[src/rtl/tiled_texture_swizzle_writer_macros.svh]
// Assertion helpers shared by the swizzle writer.
`ifndef TILED_TEXTURE_SWIZZLE_WRITER_MACROS_SVH
`define TILED_TEXTURE_SWIZZLE_WRITER_MACROS_SVH

// Consequent checked in the same cycle as the antecedent.
`define TTSW_ASSERT_NOW(lbl, ante, cons, msg) \
  lbl: assert property (@(posedge clk) disable iff (!rst_n) (ante) |-> (cons)) \
    else $error(msg);

// Consequent checked in the cycle after the antecedent.
`define TTSW_ASSERT_NEXT(lbl, ante, cons, msg) \
  lbl: assert property (@(posedge clk) disable iff (!rst_n) (ante) |=> (cons)) \
    else $error(msg);

`endif

[src/rtl/ttsw_pkg.sv]
`default_nettype none

package ttsw_pkg;

  localparam int MAX_DIM    = 1024;
  localparam int DIM_W      = 11;
  localparam int CNT_W      = 10;
  localparam int ADDR_W     = 22;
  localparam int DATA_W     = 16;
  localparam int COMP_W     = 8;
  localparam int CFG_IDX_W  = 2;

  typedef enum logic [1:0] {
    MODE_RGBA8 = 2'd0,
    MODE_RGB24 = 2'd1,
    MODE_IA4   = 2'd2,
    MODE_I4    = 2'd3
  } mode_t;

  typedef enum logic [1:0] {
    SIZE_NIB_HI = 2'd0,
    SIZE_NIB_LO = 2'd1,
    SIZE_BYTE   = 2'd2,
    SIZE_HALF   = 2'd3
  } size_t;

  typedef enum logic [CFG_IDX_W-1:0] {
    CFG_PIXEL_MODE   = 2'd0,
    CFG_IMAGE_WIDTH  = 2'd1,
    CFG_IMAGE_HEIGHT = 2'd2
  } cfg_idx_t;

  // Clamp a dimension register into 1..MAX_DIM.
  function automatic logic [DIM_W-1:0] eff_dim(input logic [DIM_W-1:0] v);
    logic [DIM_W-1:0] r;
    if (v == '0) begin
      r = DIM_W'(1);
    end else if (v > DIM_W'(MAX_DIM)) begin
      r = DIM_W'(MAX_DIM);
    end else begin
      r = v;
    end
    return r;
  endfunction

endpackage

`default_nettype wire

[src/rtl/tiled_texture_swizzle_writer.sv]
// Channel | Direction | Handshake        | Beat carries
// in_     | input     | in_valid/ready   | one source pixel, bytes a..d
// out_    | output    | out_valid/ready  | one tiled-buffer write
// cfg_    | input     | cfg_write_en     | one register write, no wait
//
// A pixel is taken into the input register, and its writes leave from the result
// register. RGBA8 and RGB24 pixels give two writes through the single result register,
// so the input register holds each such pixel until its second write is loaded; IA4
// and I4 sustain one pixel per cycle while the output does not stall.
// Reset is synchronous and active low; it clears the counters and the valid flags.
// Either side may stall at any time; a held result stalls the input only once the
// input register also holds a pixel.
`default_nettype none

module tiled_texture_swizzle_writer
  import ttsw_pkg::*;
(
  input  wire logic                  clk,
  input  wire logic                  rst_n,
  input  wire logic                  cfg_write_en,
  input  wire logic [CFG_IDX_W-1:0]  cfg_index,
  input  wire logic [DIM_W-1:0]      cfg_data,
  input  wire logic                  in_valid,
  output logic                       in_ready,
  input  wire logic [COMP_W-1:0]     in_comp_a,
  input  wire logic [COMP_W-1:0]     in_comp_b,
  input  wire logic [COMP_W-1:0]     in_comp_c,
  input  wire logic [COMP_W-1:0]     in_comp_d,
  output logic                       out_valid,
  input  wire logic                  out_ready,
  output logic [ADDR_W-1:0]          out_write_address,
  output logic [DATA_W-1:0]          out_write_data,
  output logic [1:0]                 out_write_size,
  output logic                       out_last_of_pixel,
  output logic                       out_end_of_image
);

  // Configuration and position state
  mode_t             mode_cfg_r;
  logic [DIM_W-1:0]  width_r;
  logic [DIM_W-1:0]  height_r;
  logic [CNT_W-1:0]  col_r, col_nxt;
  logic [CNT_W-1:0]  row_r, row_nxt;
  logic [ADDR_W-1:0] band_r, band_nxt;

  // Input register
  logic              s1_valid_r;
  logic              phase_r;
  mode_t             s1_mode_r;
  logic [COMP_W-1:0] s1_a_r, s1_b_r, s1_c_r, s1_d_r;
  logic [CNT_W-1:0]  s1_x_r;
  logic [2:0]        s1_y_r;
  logic [ADDR_W-1:0] s1_band_r;
  logic              s1_eoi_r;

  // Result register
  logic              out_valid_r;
  logic [ADDR_W-1:0] out_addr_r;
  logic [DATA_W-1:0] out_data_r;
  logic [1:0]        out_size_r;
  logic              out_last_r;
  logic              out_eoi_r;

  logic              in_fire;
  logic              out_load;
  logic              s1_done;
  logic              cfg_hit;

  logic [DIM_W-1:0]  w_eff, h_eff;
  logic              last_col, last_row, eoi_now;
  logic [DIM_W-1:0]  row_inc;
  logic [ADDR_W-1:0] pitch;
  logic              band_step;

  logic [ADDR_W-1:0] res_addr;
  logic [DATA_W-1:0] res_data;
  size_t             res_size;
  logic              res_last;

  assign cfg_hit = cfg_write_en && ((cfg_index == CFG_PIXEL_MODE) ||
                   (cfg_index == CFG_IMAGE_WIDTH) || (cfg_index == CFG_IMAGE_HEIGHT));

  assign out_load = s1_valid_r && (!out_valid_r || out_ready);
  assign s1_done  = out_load &&
                    (phase_r || (s1_mode_r == MODE_IA4) || (s1_mode_r == MODE_I4));
  assign in_ready = !s1_valid_r || s1_done;
  assign in_fire  = in_valid && in_ready;

  // Position bookkeeping for the pixel being accepted.
  always_comb begin
    w_eff     = eff_dim(width_r);
    h_eff     = eff_dim(height_r);
    last_col  = ({1'b0, col_r} + DIM_W'(1)) >= w_eff;
    last_row  = ({1'b0, row_r} + DIM_W'(1)) >= h_eff;
    eoi_now   = last_col && last_row;
    row_inc   = {1'b0, row_r} + DIM_W'(1);
    if ((mode_cfg_r == MODE_RGBA8) || (mode_cfg_r == MODE_RGB24)) begin
      pitch = ADDR_W'({(w_eff + DIM_W'(3)) & ~DIM_W'(3), 4'b0000});
    end else begin
      pitch = ADDR_W'({(w_eff + DIM_W'(7)) & ~DIM_W'(7), 2'b00});
    end
    // A new band starts when the next row crosses a tile boundary.
    if (mode_cfg_r == MODE_I4) begin
      band_step = (row_inc[2:0] == 3'd0);
    end else begin
      band_step = (row_inc[1:0] == 2'd0);
    end

    col_nxt  = col_r;
    row_nxt  = row_r;
    band_nxt = band_r;
    if (!last_col) begin
      col_nxt = col_r + CNT_W'(1);
    end else begin
      col_nxt = '0;
      if (last_row) begin
        row_nxt  = '0;
        band_nxt = '0;
      end else begin
        row_nxt = row_inc[CNT_W-1:0];
        if (band_step) begin
          band_nxt = band_r + pitch;
        end
      end
    end
  end

  // Result formatting from the input register.
  always_comb begin
    res_addr = s1_band_r;
    res_data = '0;
    res_size = SIZE_HALF;
    res_last = 1'b1;
    unique case (s1_mode_r)
      MODE_RGBA8, MODE_RGB24: begin
        // Second byte pair of each texel sits 32 bytes into the tile.
        res_addr = s1_band_r + ADDR_W'({s1_x_r[9:2], phase_r, s1_y_r[1:0],
                                        s1_x_r[1:0], 1'b0});
        res_size = SIZE_HALF;
        res_last = phase_r;
        if (s1_mode_r == MODE_RGBA8) begin
          res_data = phase_r ? {s1_c_r, s1_d_r} : {s1_a_r, s1_b_r};
        end else begin
          res_data = phase_r ? {s1_b_r, s1_c_r} : {8'hff, s1_a_r};
        end
      end
      MODE_IA4: begin
        res_addr = s1_band_r + ADDR_W'({s1_x_r[9:3], s1_y_r[1:0], s1_x_r[2:0]});
        res_data = {8'h00, s1_b_r[7:4], s1_a_r[7:4]};
        res_size = SIZE_BYTE;
      end
      MODE_I4: begin
        res_addr = s1_band_r + ADDR_W'({s1_x_r[9:3], s1_y_r[2:0], s1_x_r[2:1]});
        res_data = {12'h000, s1_a_r[7:4]};
        res_size = s1_x_r[0] ? SIZE_NIB_LO : SIZE_NIB_HI;
      end
      default: begin
        res_addr = s1_band_r;
      end
    endcase
  end

  always_ff @(posedge clk) begin
    if (!rst_n) begin
      mode_cfg_r  <= MODE_RGBA8;
      width_r     <= DIM_W'(1);
      height_r    <= DIM_W'(1);
      col_r       <= '0;
      row_r       <= '0;
      band_r      <= '0;
      s1_valid_r  <= 1'b0;
      phase_r     <= 1'b0;
      out_valid_r <= 1'b0;
    end else begin
      if (cfg_hit) begin
        unique case (cfg_index)
          CFG_PIXEL_MODE:   mode_cfg_r <= mode_t'(cfg_data[1:0]);
          CFG_IMAGE_WIDTH:  width_r    <= cfg_data;
          CFG_IMAGE_HEIGHT: height_r   <= cfg_data;
          default:          mode_cfg_r <= mode_cfg_r;
        endcase
        col_r  <= '0;
        row_r  <= '0;
        band_r <= '0;
      end else if (in_fire) begin
        col_r  <= col_nxt;
        row_r  <= row_nxt;
        band_r <= band_nxt;
      end

      if (in_fire) begin
        s1_valid_r <= 1'b1;
        phase_r    <= 1'b0;
      end else if (s1_done) begin
        s1_valid_r <= 1'b0;
        phase_r    <= 1'b0;
      end else if (out_load) begin
        phase_r <= 1'b1;
      end

      if (out_load) begin
        out_valid_r <= 1'b1;
      end else if (out_ready) begin
        out_valid_r <= 1'b0;
      end
    end
  end

  always_ff @(posedge clk) begin
    if (in_fire) begin
      s1_mode_r <= mode_cfg_r;
      s1_a_r    <= in_comp_a;
      s1_b_r    <= in_comp_b;
      s1_c_r    <= in_comp_c;
      s1_d_r    <= in_comp_d;
      s1_x_r    <= col_r;
      s1_y_r    <= row_r[2:0];
      s1_band_r <= band_r;
      s1_eoi_r  <= eoi_now;
    end
    if (out_load) begin
      out_addr_r <= res_addr;
      out_data_r <= res_data;
      out_size_r <= res_size;
      out_last_r <= res_last;
      out_eoi_r  <= res_last && s1_eoi_r;
    end
  end

  assign out_valid         = out_valid_r;
  assign out_write_address = out_addr_r;
  assign out_write_data    = out_data_r;
  assign out_write_size    = out_size_r;
  assign out_last_of_pixel = out_last_r;
  assign out_end_of_image  = out_eoi_r;

`include "tiled_texture_swizzle_writer_macros.svh"

  `TTSW_ASSERT_NOW(a_second_half_rgba, s1_valid_r && phase_r, (s1_mode_r == MODE_RGBA8) || (s1_mode_r == MODE_RGB24), "second write phase outside a two-write mode")
  `TTSW_ASSERT_NOW(a_eoi_is_last, out_valid && out_end_of_image, out_last_of_pixel, "end of image on a write that is not the last of its pixel")
  `TTSW_ASSERT_NEXT(a_eoi_wraps, in_fire && eoi_now && !cfg_hit, (col_r == '0) && (row_r == '0) && (band_r == '0), "counters did not return to zero after the last pixel")
  `TTSW_ASSERT_NEXT(a_cfg_restart, cfg_hit, (col_r == '0) && (row_r == '0) && (band_r == '0), "register write did not restart the image")

endmodule

`default_nettype wire

[config.mk]
export PLATFORM = sky130hd
export DESIGN_NAME = tiled_texture_swizzle_writer
export DESIGN_NICKNAME = d
export VERILOG_FILES = /design/src/rtl/ttsw_pkg.sv /design/src/rtl/tiled_texture_swizzle_writer.sv
export VERILOG_INCLUDE_DIRS = /design/src /design/src/rtl
export SDC_FILE = /design/constraint.sdc
export NUM_CORES = 1
export LEC_CHECK = 0
export BUFFER_PORTS_ARGS = -buffer_cell sky130_fd_sc_hd__buf_2
export CORE_MARGIN = 8
export CORE_UTILIZATION = 30
export CTS_CLUSTER_DIAMETER = 80
export DETAILED_ROUTE_END_ITERATION = 10
export GPL_TIMING_DRIVEN = 0
export SLEW_MARGIN = 15
export SYNTH_ARGS = -nofsm -noshare
export SYNTH_HDL_FRONTEND = slang
export SYNTH_SLANG_ARGS = --single-unit
[constraint.sdc]
create_clock -name clk -period 10.8 [get_ports clk]
set_input_delay 0 -clock clk [delete_from_list [all_inputs] [get_ports clk]]
set_output_delay 0 -clock clk [all_outputs]
set_load 0.02 [all_outputs]
-- Word-level counts from Yosys, hierarchy flattened
Cells that the tools add are included.
- register bits after elaboration: 181
- bits in latches: 0
- RAM bits: 0
- bits in read-only memories: 0
- output and inout bits: 44
- logic and storage cells: 99
- memories: 0
- add/sub/neg operators: 9
- $mul: 0
- div/mod/pow operators: 0
- order comparisons: 4
- equality and inequality tests: 7
- shifts and indexed selects: 0
- multiplexer cells: 22
- bitwise logic cells: 1
- reduce and logical (&&, ||, !) cells: 33
- operators with widths (operator ; count):
    one-hot mux 22 bit (3 select lines) ; 1
    two-way mux 16 bit ; 3
    one-hot mux 16 bit (3 select lines) ; 1
    adder 22 x 12 -> 22 bit ; 2
    two-way mux 11 bit ; 4
    two-way mux 22 bit ; 2
    adder 10 x 1 -> 11 bit (second input constant) ; 2
    adder 22 x 14 -> 22 bit ; 1
    adder 22 bit ; 1
    >= comparator 11 bit ; 2
    > comparator 11 bit (second input constant) ; 2
    logical NOT 11 bit ; 2
    two-way mux 10 bit ; 2
    two-way mux 15 bit ; 1
    adder 11 x 2 -> 11 bit (second input constant) ; 1
    adder 11 x 3 -> 11 bit (second input constant) ; 1
    adder 10 x 1 -> 10 bit (second input constant) ; 1
    == test 2 bit (second input constant) ; 4
    logical NOT 2 bit ; 4
    AND reduction 2 bit ; 4
    logical OR 1 bit ; 7
    two-way mux 1 bit ; 7
    == test 2 x 1 -> 1 bit (second input constant) ; 3
    logical AND 1 bit ; 6
    other kinds (8) ; 12

-- Longest topological paths before layout
Gate-level depths: netlist (run 1).
- word-level depth: 8
- depth in mapped cells: 16

-- Worst setup path before layout (run 1)
OpenSTA, ideal clock, no wires.
- kind: register to register
- from: register width_r[4]
- to: register band_r[21]
- arrival time: 3.401 ns
- data required time: 10.728 ns
- setup slack: 7.327 ns
- stages on the path, launching flop included: 15
- path buffers: 0
- period minus slack after synthesis: 3.473 ns
- path through: dfxtp_1 -> or4_1 -> nor4_1 -> nor2b_1 -> xnor2_1 -> and3_1 -> ha_1 -> fa_1 -> a21o_1 -> a41oi_1 -> a31oi_1 -> a21o_1 -> a21oi_1 -> nand3b_1 -> mux2i_1
- cells in the longest elaborated chain, start to end: 8
- elaborated cells on any way between the ends: 12
- those cells by class: 3 x add/sub; 2 x order compare; 5 x mux; 2 x reduce/logical
- RTL lines (element ; line ; RTL):
    start, declared ; tiled_texture_swizzle_writer.sv:40 ; logic [DIM_W-1:0] width_r;
    start signal, assigned ; tiled_texture_swizzle_writer.sv:178 ; CFG_IMAGE_WIDTH: width_r <= cfg_data;
    > comparator 11 bit ; ttsw_pkg.sv:38 ; end else if (v > DIM_W'(MAX_DIM)) begin
    two-way mux 11 bit ; ttsw_pkg.sv:38 ;
    two-way mux 11 bit (*) ; ttsw_pkg.sv:36 ; if (v == '0) begin
    adder 11 x 3 -> 11 bit or adder 11 x 2 -> 11 bit (tied branches) ; tiled_texture_swizzle_writer.sv:100, tiled_texture_swizzle_writer.sv:98 ;
    two-way mux 15 bit ; tiled_texture_swizzle_writer.sv:97 ; if ((mode_cfg_r == MODE_RGBA8) || (mode_cfg_r == MODE_RGB24)) begin
    adder 22 bit ; tiled_texture_swizzle_writer.sv:122 ; band_nxt = band_r + pitch;
    two-way mux 22 bit ; tiled_texture_swizzle_writer.sv:121 ; if (band_step) begin
    two-way mux 22 bit ; tiled_texture_swizzle_writer.sv:116 ; if (last_row) begin
    end signal, assigned ; tiled_texture_swizzle_writer.sv:188 ; band_r <= band_nxt;
    end, declared ; tiled_texture_swizzle_writer.sv:44 ; logic [ADDR_W-1:0] band_r, band_nxt;
Every way passes the cells marked *; elsewhere a longest branch is shown, timed or not. The select of a mux whose other input is x is not followed.
A chain may end at the register's enable or synchronous reset.

-- Worst setup path after layout (run 1)
- from: register width_r[5]
- to: register band_r[21]
Same word-level chain as after synthesis.

==> results of run 1 <==
area by class of cell:
cell class	count	area share, %
plain buffers	30	1.09
clock buffers	17	3.84
clock inverters	15	1.84
inverters	12	0.418
multi-input cells	618	38.6
flip-flops and latches	171	40.6
well taps	390	4.41
repair buffers	146	9.22
logic make-up (layout without fill, tap and decap cells):
family,after synthesis,after routing,synth area share [%]
XOR/XNOR,57,57,5.60
AND/OR/NAND/NOR,281,281,15.6
multiplexers,45,45,5.81
flip-flops,171,171,50.4
other,1,1,0.0420
buffers and inverters,42,220,1.85
adder cells (fa/ha/maj),55,55,7.80
AO/OA/AOI/OAI,179,179,12.9
where the power goes:
part	internal [uW]	total (uW)	switching, uW
clock	321	628	307
combinational	82.6	203	121
sequential	731	748	17.3
repair_timing:
item / 4_1_cts / 5_1_grt
hold buffers: 52 / 0
setup endpoints to repair: 0 / 0
endpoints found under the hold margin: 58 / 0
sequential cells by signal, summed over array words and instances (netlist names), 2 cells and up:
name               cells
s1_y_r                 3
s1_b_r                 8
s1_x_r                10
height_r              11
out_write_address     22
s1_c_r                 8
out_write_data        16
s1_mode_r              2
s1_band_r             17
s1_a_r                 8
s1_d_r                 8
mode_cfg_r             2
band_r                17
row_r                 10
out_write_size         2
col_r                 10
width_r               11
cell usage in the layout (no fill, tap or decap), types with 4 or more instances in the layout:
cell type / instances
edfxtp_1: 107
nand2_1: 93
buf_2: 92
dfxtp_1: 64
nor2_1: 55
ha_1: 54
dlygate4sd3_1: 52
a21oi_1: 46
o21ai_0: 42
xor2_1: 30
mux2i_1: 27
xnor2_1: 27
and3_1: 25
clkbuf_1: 25
nor2b_1: 20
nand3b_1: 18
nand3_1: 17
clkbuf_16: 17
nor3_1: 16
a22oi_1: 15
mux2_2: 14
a21o_1: 13
a21boi_0: 13
inv_1: 10
nand2b_1: 10
a211oi_1: 10
a31oi_1: 7
nand4_1: 5
o21a_1: 5
clkinv_8: 5
buf_1: 4
mux4_2: 4
nor4_1: 4
o211ai_1: 4
inv_12: 4
cell usage after synthesis (all sizes together) (13+ instances only):
cell    number  area [um2]
nor2b       21         131
dfxtp       64        1280
mux2i       27         270
a21o        13        97.6
o21ai       46         245
a22oi       15         113
xnor2       27         236
mux2        14         158
nand3       17        85.1
edfxtp     107        3210
and3        25         156
clkbuf      25        93.8
a21boi      14         105
nand3b      18         135
a21oi       46         230
ha          54         676
nor2        57         224
nor3        17        90.1
xor2        30         263
nand2       93         349
worst max-delay path, stage by stage (launching register included):
cell,delay (ns)
dfxtp_1,0.39
or4_1,0.53
nor4_1,0.33
nor2b_1,0.15
o32ai_1,0.29
a32oi_1,0.08
o21ai_1,0.27
ha_1,0.32
a21o_1,0.21
a41oi_1,0.26
a31oi_1,0.16
a21o_1,0.20
a21oi_1,0.38
nand3b_1,0.19
mux2i_1,0.17
metal layers:
layer / GRT usage (%) / vias up / wire length [um]
met4: 4.45 / 0 / 386
li1: - / 3399 / -
met1: 14.0 / 3203 / 9330
met3: 2.55 / 26 / 825
met2: 21.4 / 117 / 10400
met5: 0 / - / 0
path summary, 6_finish.rpt:
path	cells after the start	endpoint	slack, ns
hold reg to reg	0	s1_band_r[21]	0.47
hold / removal	2	s1_b_r[1]	0.27
setup / recovery	14	band_r[21]	6.80
setup reg to reg	14	band_r[21]	6.80
per-stage QoR:
stage	utilization [%]	area, um2	setup slack, ns
2_1_floorplan	-	8920	7.33
3_3_place_gp	33.5	9870	6.68
3_5_place_dp	33.6	9920	6.83
4_1_cts	37.5	11100	6.80
5_1_grt	37.5	11100	6.42
6_report	37.5	11100	6.80
==> impl_results.md, run 1 <==
- Vias in the first global route: between 6000 and 7000
- Post-route minimum period: 4.00 ns
- Peak VDD IR: 105 uV
- GR Util All Layers: roughly 12%
- Async set-reset flop share out of synthesis: 0%
- Critical path startpoint category: register
- Antenna viol nets, final: 0
- Max-Cap Viols: 0
- Hold Startpoint: in_comp_b[1]
- Placer Congestion: around 0.82
- Num rows: 63
- Setup Crit Path Kind: register to register
- Core ar.: just under 30000 um2
- Slew headroom: between 40% and 50%
- Inst Count DP: around 1300
- Mapped Area: 8920 um2
- Initial core utilization: a little under a third
- Die Wd: 188 um
- Initial antenna violation count: 0
- Initial DRC Count: 319
- CTS buffer count: 17
- # setup viols final: 0
- Vias: 6745
- Final wirelength: between 20 and 25 mm
- Worst EP arrival: 4.37 ns
- Max H-tree Level: 4
- WL/cell: 15.0 um
- Area grow syn2layout: 24.1%
- Yosys cell types: 64
- Port-buffer cells: 92
- Clock root buffer: clkbuf_16
- Clk slew on worst S/H paths: 0.09 ns
- Synthesized Nets: 936
- Area of the multi-input gates: about 4300 um2
- Sequential cell area: 4490 um2
- I/O Pins: 94
- Worst setup EP type: register
- Prevailing post-synth register cell: edfxtp_1
- RSZ-0062 raised after global routing: no
- Setup TNS: 0 ns
- Grt ovf: 0
- Status: finished, final reports clean
- CTS tree: yes
- Power Dens Cells: 143 nW/um2
- # nets final: 1101
- Worst-Skew Late Latency: 0.44 ns
- Worst-path maximum fanout: 7
- Worst clock skew: 0.0136 ns
- FMAX: 250 MHz
- Number of diodes: 0
- Via-per-instance ratio: 4.82
- Syn Area/Cell: between 10 and 15 um2
- Leak pwr: 0.00440 uW
- Reg2Reg Launch Point: width_r[5]
- Die footprint: 35500 um2
- Pwr Total: 1580 uW
- Period utilization: 37.1%
- CTS sink count: 171
- Yosys Warn Count: 0
- Pin count of the biggest net entering global routing: 43
- Fraction of layout cells with a size suffix above 1: 15.5%
- Worst min-delay path class: input port to register
- Max-slew violation count: 0
- EDFF count, synth: 107
- First-pass DRT Iterations: 5
- Worst EP required: 11.17 ns
- Finished Layout Cells: 1399
- Sequential-to-total area share from yosys stat: 50.4%
- Final HPWL DP: 15.7 mm
- Die Span Y: 188 um
- Synthesized flop and latch total: about 170
- Post-cts resize count: 0
- Gate Count Post-Synth: ~830
- CP startpoint: width_r[5]
- Worst-Margin Slew: 0.773 ns
- Postcts setup bufs: 0
- First-pass GRT wire length: 35.0 mm
- Buffer depth of the longest clock path: 2
- Hold Slack: between 0.2 and 0.3 ns
- # DRC: 0
- Final-report hold violation count: 0
- Fillers: 2904
(Power assumes the default switching activity.)
==> inputs of run 2 (changes only) <==
==> constraint.sdc (replaced) <==
create_clock -name clk -period 3.75 [get_ports clk]
set_input_delay 0 -clock clk [delete_from_list [all_inputs] [get_ports clk]]
set_output_delay 0 -clock clk [all_outputs]
set_load 0.02 [all_outputs]
==> impl_results.md, run 2 (synthesis results as in run 1) <==
- Port-buffer cells: 92
- Die Span Y: around 190 um
- WL/cell: roughly 15 um
- CTS tree: yes
- Worst clock skew: 0.0208 ns
- Initial DRC Count: 330
- Fin util: 38.0%
- Antenna viol nets, final: 0
- # DRC: 0
- Setup Crit Path Kind: register to register
- Final-report hold violation count: 0
- Placer Congestion: 0.821
- Max-Cap Viols: 0
- Uppermost layer routed: met4
- Met2 Routed Length: 10.6 mm
- Worst-Margin Slew: 0.772 ns
- Core ar.: 29500 um2
- First-pass GRT wire length: 35.1 mm
- Initial core utilization: between 30% and 40%
- Area of the multi-input gates: 4370 um2
- Area grow syn2layout: 25.6%
- Vias: 6763
- Number of flip-flops under the largest register name: 22
- First-pass DRT Iterations: 4
- Clock power share: 39.6%
- Combinational power share: 13.2%
- Worst setup EP type: register
- Switching share of power: 28.2%
- Critical path startpoint category: register
- Grt ovf: 0
- # nets final: 1103
- Slew headroom: 48.5%
- Max H-tree Level: 4
- Sequential power share: 47.2%
- Leak pwr: 0.00444 uW
- Commonest non-fill, non-tap cell in the layout: edfxtp_1
- Clk slew on worst S/H paths: 0.09 ns
- Worst EP required: 4.11 ns
- Via-per-instance ratio: between 4 and 5
- FMAX: 283 MHz
- Vias in the first global route: 6936
- Sequential cell area: 4500 um2
- Initial antenna violation count: 0
- Fillers: 2882
- Final HPWL DP: roughly 16 mm
- CTS buffer count: 17
- Buffer depth of the longest clock path: 2
- Number of diodes: 0
- Met3 Wirelength: 860 um
- I/O Pins: 94
- Met1 WL: slightly above 9 mm
- Final wirelength: around 21 mm
- CTS sink count: 171
- Worst EP arrival: 3.90 ns
- Status: finished, final reports clean
- Worst min-delay path class: input port to register
- # setup viols final: 0
- Num rows: 63
- Period utilization: 94.2%
- Setup TNS: 0 ns
- Post-route minimum period: 3.53 ns
- Max-slew violation count: 0
- Worst-Skew Late Latency: 0.44 ns
- RSZ-0062 raised after global routing: no
- Die Wd: 188 um
- Fraction of layout cells with a size suffix above 1: between 15 and 20%
- Pin count of the biggest net entering global routing: 43
- Internal Power: 3280 uW
- Sw Pwr: approximately 1300 uW
- Peak VDD IR: ~300 uV
- GR Util All Layers: 12.1%
- Power Dens Cells: 408 nW/um2
- Worst-path maximum fanout: 7
- Die footprint: 35500 um2
- Most frequent cells in the layout: 107 x edfxtp_1, 93 x nand2_1, 92 x buf_2
- Clock root buffer: clkbuf_16
==> run 2: cell types whose count changed in the layout (fill, tap and decap cells not counted), sizes merged <==
cell	change
buf	+4
clkbuf	-2
==> run 2: layer usage <==
metal	global-route usage (%)	vias up
li1	-	3408
met1	14.0	3219
met2	21.5	110
met3	2.55	26
met4	4.42	0
met5	0	-
==> run 2: final timing paths <==
| path | from | end | slack [ns] | depth (start not counted) |
|---|---|---|---|---|
| max | width_r[5] | band_r[21] | 0.22 | 14 |
| min reg2reg | band_r[21] | s1_band_r[21] | 0.47 | 0 |
| min | in_comp_b[1] | s1_b_r[1] | 0.27 | 2 |
| max reg2reg | width_r[5] | band_r[21] | 0.22 | 14 |
==> run 2: area by class of cell <==
cell class | count | area share [%]
Sequential cell | 171 | 40.2
Multi-Input combinational cell | 618 | 39.0
Timing Repair Buffer | 150 | 9.38
Tap cell | 390 | 4.36
Clock buffer | 17 | 3.80
Clock inverter | 15 | 1.82
Buffer | 28 | 1.04
Inverter | 12 | 0.413
==> run 2: stage by stage <==
stage | cell area (um2) | power [uW] | instances | hold slack (ns) | worst slack (ns)
after floorplan | 8920 | 2560 | 831 | 0.0989 | 0.277
after global placement | 9870 | 2740 | 1313 | 0.179 | -0.370
after detailed placement | 9920 | 2750 | 1315 | 0.179 | -0.220
after CTS | 11100 | 4610 | 1398 | 0.242 | 0.0238
after global routing | 11200 | 4760 | 1401 | 0.261 | 0.000128
final | 11200 | 4570 | 1401 | 0.268 | 0.217
==> run 2: timing repair <==
action,CTS,global route
setup endpoints to repair,15,29
hold buffers,52,0
buffers inserted,0,4
pin swaps,0,7
gates resized for setup,7,24
endpoints found under the hold margin,58,0
==> run 2: power by group through the flow <==
stage	clock network, uW	logic, uW	registers [uW]
after floorplan	0	330	2230
after global placement	0	532	2200
after detailed placement	0	549	2200
after CTS	1860	594	2150
after global routing	1920	668	2170
final	1810	602	2160
==> run 2: worst max-delay path, cell delays in order, from the launching register on <==
cell	delay [ns]
dfxtp_2	0.37
or4_4	0.54
nor4_4	0.31
nor2b_2	0.10
xnor2_1	0.12
and3_1	0.20
ha_1	0.22
fa_2	0.35
a21o_1	0.19
a41oi_2	0.17
a31oi_2	0.13
a21o_1	0.22
a21oi_4	0.20
nand3b_1	0.16
mux2i_1	0.18
